<file path="src/rtl/ppf_pkg.sv">
// Package with opcodes, the queued command record and the R3G3B2 packing.
package ppf_pkg;

  localparam int FRAME_WIDTH_DEF  = 256;
  localparam int FRAME_HEIGHT_DEF = 256;
  localparam int ADDR_MAX_W       = 20;

  localparam logic [2:0] OP_PLOT   = 3'd0;
  localparam logic [2:0] OP_VBLANK = 3'd1;
  localparam logic [2:0] OP_TICK   = 3'd2;
  localparam logic [2:0] OP_CLEAR  = 3'd3;
  localparam logic [2:0] OP_SETACT = 3'd4;
  localparam logic [2:0] OP_READ   = 3'd5;

  localparam logic [1:0] MODE_NORMAL   = 2'd0;
  localparam logic [1:0] MODE_PHOSPHOR = 2'd2;
  localparam logic [1:0] MODE_BAD      = 2'd3;

  localparam logic [7:0] FADE_NUM  = 8'd217;
  localparam logic [7:0] TRAIL_NUM = 8'd250;

  typedef struct packed {
    logic [2:0]            op;
    logic                  in_frame;
    logic [ADDR_MAX_W-1:0] addr;
    logic [7:0]            packed_color;
    logic [23:0]           rgb;
    logic                  lit;
    logic                  beam_ok;
    logic [9:0]            beam;
    logic                  act;
  } cmd_t;

  typedef struct packed {
    logic [7:0]  pixel_packed;
    logic [7:0]  last_plot_packed;
    logic [31:0] lit_count;
    logic [31:0] dot_count;
    logic        field_busy;
  } res_t;

  function automatic logic [2:0] div255(input logic [10:0] x);
    logic [11:0] s;
    s = 12'(x) + 12'(x[10:8]) + 12'd1;
    return s[10:8];
  endfunction

  function automatic logic [7:0] pack332(input logic [7:0] r, input logic [7:0] g,
                                         input logic [7:0] b);
    logic [2:0] rq, gq, bq;
    rq = div255(11'(r) * 11'd7 + 11'd127);
    gq = div255(11'(g) * 11'd7 + 11'd127);
    bq = div255(11'(b) * 11'd3 + 11'd127);
    return {rq, gq, bq[1:0]};
  endfunction

endpackage

</file>
<file path="src/rtl/ppf_front.sv">
// Front end: accepts items, decodes them into commands and queues them.
module ppf_front #(
  parameter int FRAME_WIDTH  = ppf_pkg::FRAME_WIDTH_DEF,
  parameter int FRAME_HEIGHT = ppf_pkg::FRAME_HEIGHT_DEF
) (
  input  logic          clk,
  input  logic          rst,
  input  logic          push,
  output logic          full,
  input  logic [2:0]    opcode,
  input  logic [9:0]    pos_x,
  input  logic [9:0]    pos_y,
  input  logic [7:0]    color_index,
  input  logic [7:0]    red,
  input  logic [7:0]    green,
  input  logic [7:0]    blue,
  input  logic [10:0]   beam_row,
  input  logic          active_value,
  input  logic          hold,
  output logic          cmd_valid,
  input  logic          cmd_take,
  output ppf_pkg::cmd_t cmd
);

  ppf_pkg::cmd_t q [2];
  logic          wp, rp;
  logic [1:0]    cnt;
  ppf_pkg::cmd_t c;
  logic          acc;

  assign full      = (cnt == 2'd2) || hold;
  assign acc       = push && !full;
  assign cmd_valid = (cnt != 2'd0);
  assign cmd       = q[rp];

  always_comb begin
    c.op           = opcode;
    c.in_frame     = (11'(pos_x) < 11'(FRAME_WIDTH)) && (11'(pos_y) < 11'(FRAME_HEIGHT));
    c.addr         = ppf_pkg::ADDR_MAX_W'(pos_y) * ppf_pkg::ADDR_MAX_W'(FRAME_WIDTH)
                     + ppf_pkg::ADDR_MAX_W'(pos_x);
    c.packed_color = ppf_pkg::pack332(red, green, blue);
    c.rgb          = {red, green, blue};
    c.lit          = (color_index[5:0] != 6'd0);
    c.beam_ok      = !beam_row[10] && (beam_row < 11'(FRAME_HEIGHT));
    c.beam         = beam_row[9:0];
    c.act          = active_value;
  end

  always_ff @(posedge clk) begin
    if (acc) begin
      q[wp] <= c;
    end
    if (rst) begin
      wp  <= 1'b0;
      rp  <= 1'b0;
      cnt <= 2'd0;
    end else begin
      if (acc) begin
        wp <= !wp;
      end
      if (cmd_take) begin
        rp <= !rp;
      end
      cnt <= cnt + 2'(acc) - 2'(cmd_take);
    end
  end

endmodule

</file>
<file path="config.mk">
export PLATFORM = sky130hd
export DESIGN_NAME = ppf_front
export DESIGN_NICKNAME = d
export VERILOG_FILES = /design/src/rtl/ppf_pkg.sv /design/src/rtl/ppf_front.sv
export SDC_FILE = /design/constraint.sdc
export NUM_CORES = 1
export LEC_CHECK = 0
export ABC_AREA = 1
export BUFFER_PORTS_ARGS = -buffer_cell sky130_fd_sc_hd__buf_2
export CAP_MARGIN = 20
export CORE_MARGIN = 8
export CORE_UTILIZATION = 33
export CTS_CLUSTER_DIAMETER = 80
export CTS_CLUSTER_SIZE = 16
export DETAILED_ROUTE_END_ITERATION = 8
export HOLD_SLACK_MARGIN = 0.02
export PLACE_DENSITY = 0.51
export SLEW_MARGIN = 10
export SYNTH_ARGS = -nofsm -noshare
export SYNTH_HDL_FRONTEND = slang
export SYNTH_SLANG_ARGS = --single-unit
</file>
<file path="constraint.sdc">
create_clock -name clk -period 9.7 [get_ports clk]
set_input_delay 0.485 -clock clk [delete_from_list [all_inputs] [get_ports clk]]
set_output_delay 0.485 -clock clk [all_outputs]
set_load 0.01 [all_outputs]
</file>
==> impl_metrics.env <==
export IMPL_fin_area_sq_um=9660
export IMPL_post_cts_buffers=0
export IMPL_dieArea_sq_um=29500
export IMPL_io_buffers=139
export IMPL_critical_path_arrival_ns=3.82
export IMPL_clk_latency_ns=0.41
export IMPL_slew_viol_final=0
export IMPL_critical_path_max_fanout=8
export IMPL_status="complete, no violations"
export IMPL_crit_type="input pin to flip-flop"
export IMPL_r2r_cells=9
export IMPL_fp_coreArea_sq_um=24000
export IMPL_cts_made_buffers=17
export IMPL_antenna_found_initial=0
export IMPL_final_min_clock_period_ns=3.66
export IMPL_fmaxAchievable_mhz=273
export IMPL_hold_end="q[1][46]$_DFFE_PP_"
export IMPL_firstDrtPassIters=4
export IMPL_ir_drop_uv=95.8
export IMPL_setup_viol=0
export IMPL_final_antenna_net_count=0
export IMPL_cts_tree="built"
export IMPL_gp_routability_congestion=0.768
export IMPL_hold_viol=0
export IMPL_num_rows=57
export IMPL_syn_area_sq_um=7990
export IMPL_grt_pass1_wl_um=26800
export IMPL_synth_warnings=0
export IMPL_slew_headroom=0.491
export IMPL_dieWidth_um=172
export IMPL_cts_root_buf="clkbuf_16"
export IMPL_synth_cells=702
export IMPL_synth_seq_area_share=0.524
export IMPL_grt_max_degree=52
export IMPL_hp_class="input pin to flip-flop"
export IMPL_fin_hold_ws_ns=0.256
export IMPL_grt_pass1_vias=5317
export IMPL_cts_resized_gates=0
export IMPL_detailed_place_area_sq_um=9110
export IMPL_drv_cap=0
export IMPL_hold_path_startpoint="pos_x[1]"
export IMPL_grt_ovfl_total=0
export IMPL_setup_tns_ns=0
export IMPL_syn_avg_cell_area_sq_um=11.4
export IMPL_skew_ns=0.00766
export IMPL_r2r_start="cnt[0]$_SDFF_PP0_"
export IMPL_viasPerCell=4.39
export IMPL_clk_pin_slew_ns=0.07
export IMPL_wl_um=16600
export IMPL_synth_ff_latch_count=141
export IMPL_dpl_hpwl_um=12100
export IMPL_clkSinkCount=141
export IMPL_nNetsFinal=1005
export IMPL_synth_cell_type_count=34
export IMPL_p_leak_uw=0.00422
export IMPL_setup_worst_path_end_class="flip-flop"
export IMPL_vias=5236
export IMPL_wl_per_cell_um=13.9
export IMPL_gr_usage_all_layers=0.117
export IMPL_drtIter0Drc=179
export IMPL_syn_to_final_growth_pct=20.9
export IMPL_worst_r2r_setup_slack_ns=7.97
export IMPL_h_tree_depth=4
export IMPL_drc=0
export IMPL_worst_slew_pin_slew_ns=0.764
export IMPL_drive_above_1_share=0.304
export IMPL_timing_rr_end="cnt[1]$_SDFF_PP0_"
export IMPL_whs_path_depth=1
export IMPL_fin_crit_sh=0.378
export IMPL_hold_buffers=0
export IMPL_top_level_ports=143
export IMPL_required_ns=9.85
export IMPL_cellPowerDensity_nw_per_um2=186
export IMPL_clock_path_buffers=2
export IMPL_grt_setup_unrepaired="no"
export IMPL_synthesis_nets=851
export IMPL_die_h_um=172
export IMPL_initial_utilization=0.333
export IMPL_worstSetupStartpointType="input pin"
==> worst max path at each step <==
stage | from | endpoint | depth (start not counted)
detailed placement | green[1] | q[0][40]$_DFFE_PP_ | 18
finish | green[1] | q[1][40]$_DFFE_PP_ | 18
global placement | red[1] | q[0][43]$_DFFE_PP_ | 18
global route | green[1] | q[1][41]$_DFFE_PP_ | 20
CTS | green[1] | q[1][40]$_DFFE_PP_ | 18
floorplan | hold | q[1][0]$_DFFE_PP_ | 3
==> registers in the layout, indices dropped and copies added (netlist names), named ones only <==
name / cells
wp: 1
q: 136
rp: 1
cnt: 2
==> cells in the mapped netlist <==
cell	count	area share
inv_1	115	0.054
nand4_1	9	0.0070
xor2_1	17	0.019
nor3_1	2	0.0013
o21ai_0	6	0.0038
edfxtp_1	136	0.51
a21oi_2	1	0.0011
o21a_1	1	0.00094
nand2_1	119	0.056
mux2_2	68	0.096
nand3_2	2	0.0025
buf_4	1	0.00094
or2_4	2	0.0022
xor2_4	2	0.0069
clkbuf_1	1	0.00047
a21oi_1	17	0.011
nand3b_1	4	0.0038
fa_1	14	0.035
dfxtp_1	5	0.013
nor3b_1	5	0.0047
nand2_2	5	0.0039
nand3_1	44	0.028
ha_1	63	0.099
o21ai_2	1	0.0011
conb_1	1	0.00047
or2_2	1	0.00078
xnor2_1	10	0.011
nor2_1	31	0.015
buf_1	4	0.0019
nor2_2	4	0.0031
and2_1	3	0.0023
buf_2	3	0.0019
nor4_1	3	0.0023
o21ai_1	2	0.0013
==> per-stage QoR <==
| step | worst slack (ns) | total power (uW) | util | instances |
|---|---|---|---|---|
| floorplan | 5.65 | 1080 | - | 702 |
| CTS | 6.08 | 1840 | 0.402 | 1192 |
| detailed placement | 5.63 | 1210 | 0.379 | 1161 |
| global placement | 5.68 | 1210 | 0.379 | 1161 |
| finish | 6.04 | 1800 | 0.402 | 1193 |
| global route | 5.80 | 1920 | 0.402 | 1192 |
==> area by class of cell <==
class,count,area [sq um]
flip-flops and latches,141,4190
clock inverters,14,124
multi-input cells,437,3350
clock buffers,17,425
diodes,1,2.50
inverters,115,432
well taps,324,405
repair buffers,144,733
fillers,2393,14400
==> logic make-up after synthesis <==
| logic type | synth area share |
|---|---|
| AO/OA/AOI/OAI | 0.0188 |
| XOR/XNOR | 0.0365 |
| adder cells (fa/ha/maj) | 0.134 |
| buffers and inverters | 0.0592 |
| flip-flops | 0.524 |
| multiplexers | 0.0958 |
| other | 0.000469 |
| AND/OR/NAND/NOR | 0.132 |
==> worst max-delay path: stages <==
cell and delay [ns]:
buf_2 0.17, inv_1 0.09, ha_1 0.34, fa_1 0.52, inv_1 0.04, ha_1 0.39, a21oi_1 0.25, o21ai_0 0.12
nand2_1 0.07, nand4_1 0.09, xnor2_1 0.20, inv_1 0.11, ha_1 0.33, a21oi_1 0.15, nor2_1 0.06, nand3_1 0.07
nand2_1 0.12, xor2_1 0.18
==> report_power, final <==
group | internal, uW | total (uW) | switching, uW
Sequential | 710 | 719 | 9.31
Clock | 335 | 609 | 274
Combinational | 190 | 472 | 282
Total | 1230 | 1800 | 566
==> placed cells by master (no fill, tap or decap), drive strengths merged <==
cell | Yosys | layout
buf | 8 | 144
edfxtp | 136 | 136
nand2 | 124 | 124
inv | 115 | 123
mux2 | 68 | 68
ha | 63 | 63
nand3 | 46 | 46
nor2 | 35 | 35
xor2 | 19 | 19
a21oi | 18 | 18
clkbuf | 1 | 17
fa | 14 | 14
xnor2 | 10 | 10
nand4 | 9 | 9
o21ai | 9 | 9
nor3b | 5 | 5
dfxtp | 5 | 5
nand3b | 4 | 4
nor4 | 3 | 3
and2 | 3 | 3
clkinv | 0 | 3
clkinvlp | 0 | 3
or2 | 3 | 3
nor3 | 2 | 2
diode | 0 | 1
o21a | 1 | 1
conb | 1 | 1
==> per-layer routing <==
metal / wire length [um] / part of all wire / track usage / up-vias
met5: 0 / 0 / 0 / -
met3: 1210 / 0.073 / 0.0337 / 10
met4: 143 / 0.0086 / 0.0329 / 0
met2: 7460 / 0.45 / 0.188 / 105
met1: 7800 / 0.47 / 0.151 / 2436
li1: - / - / - / 2685
(Power assumes the default switching activity.)
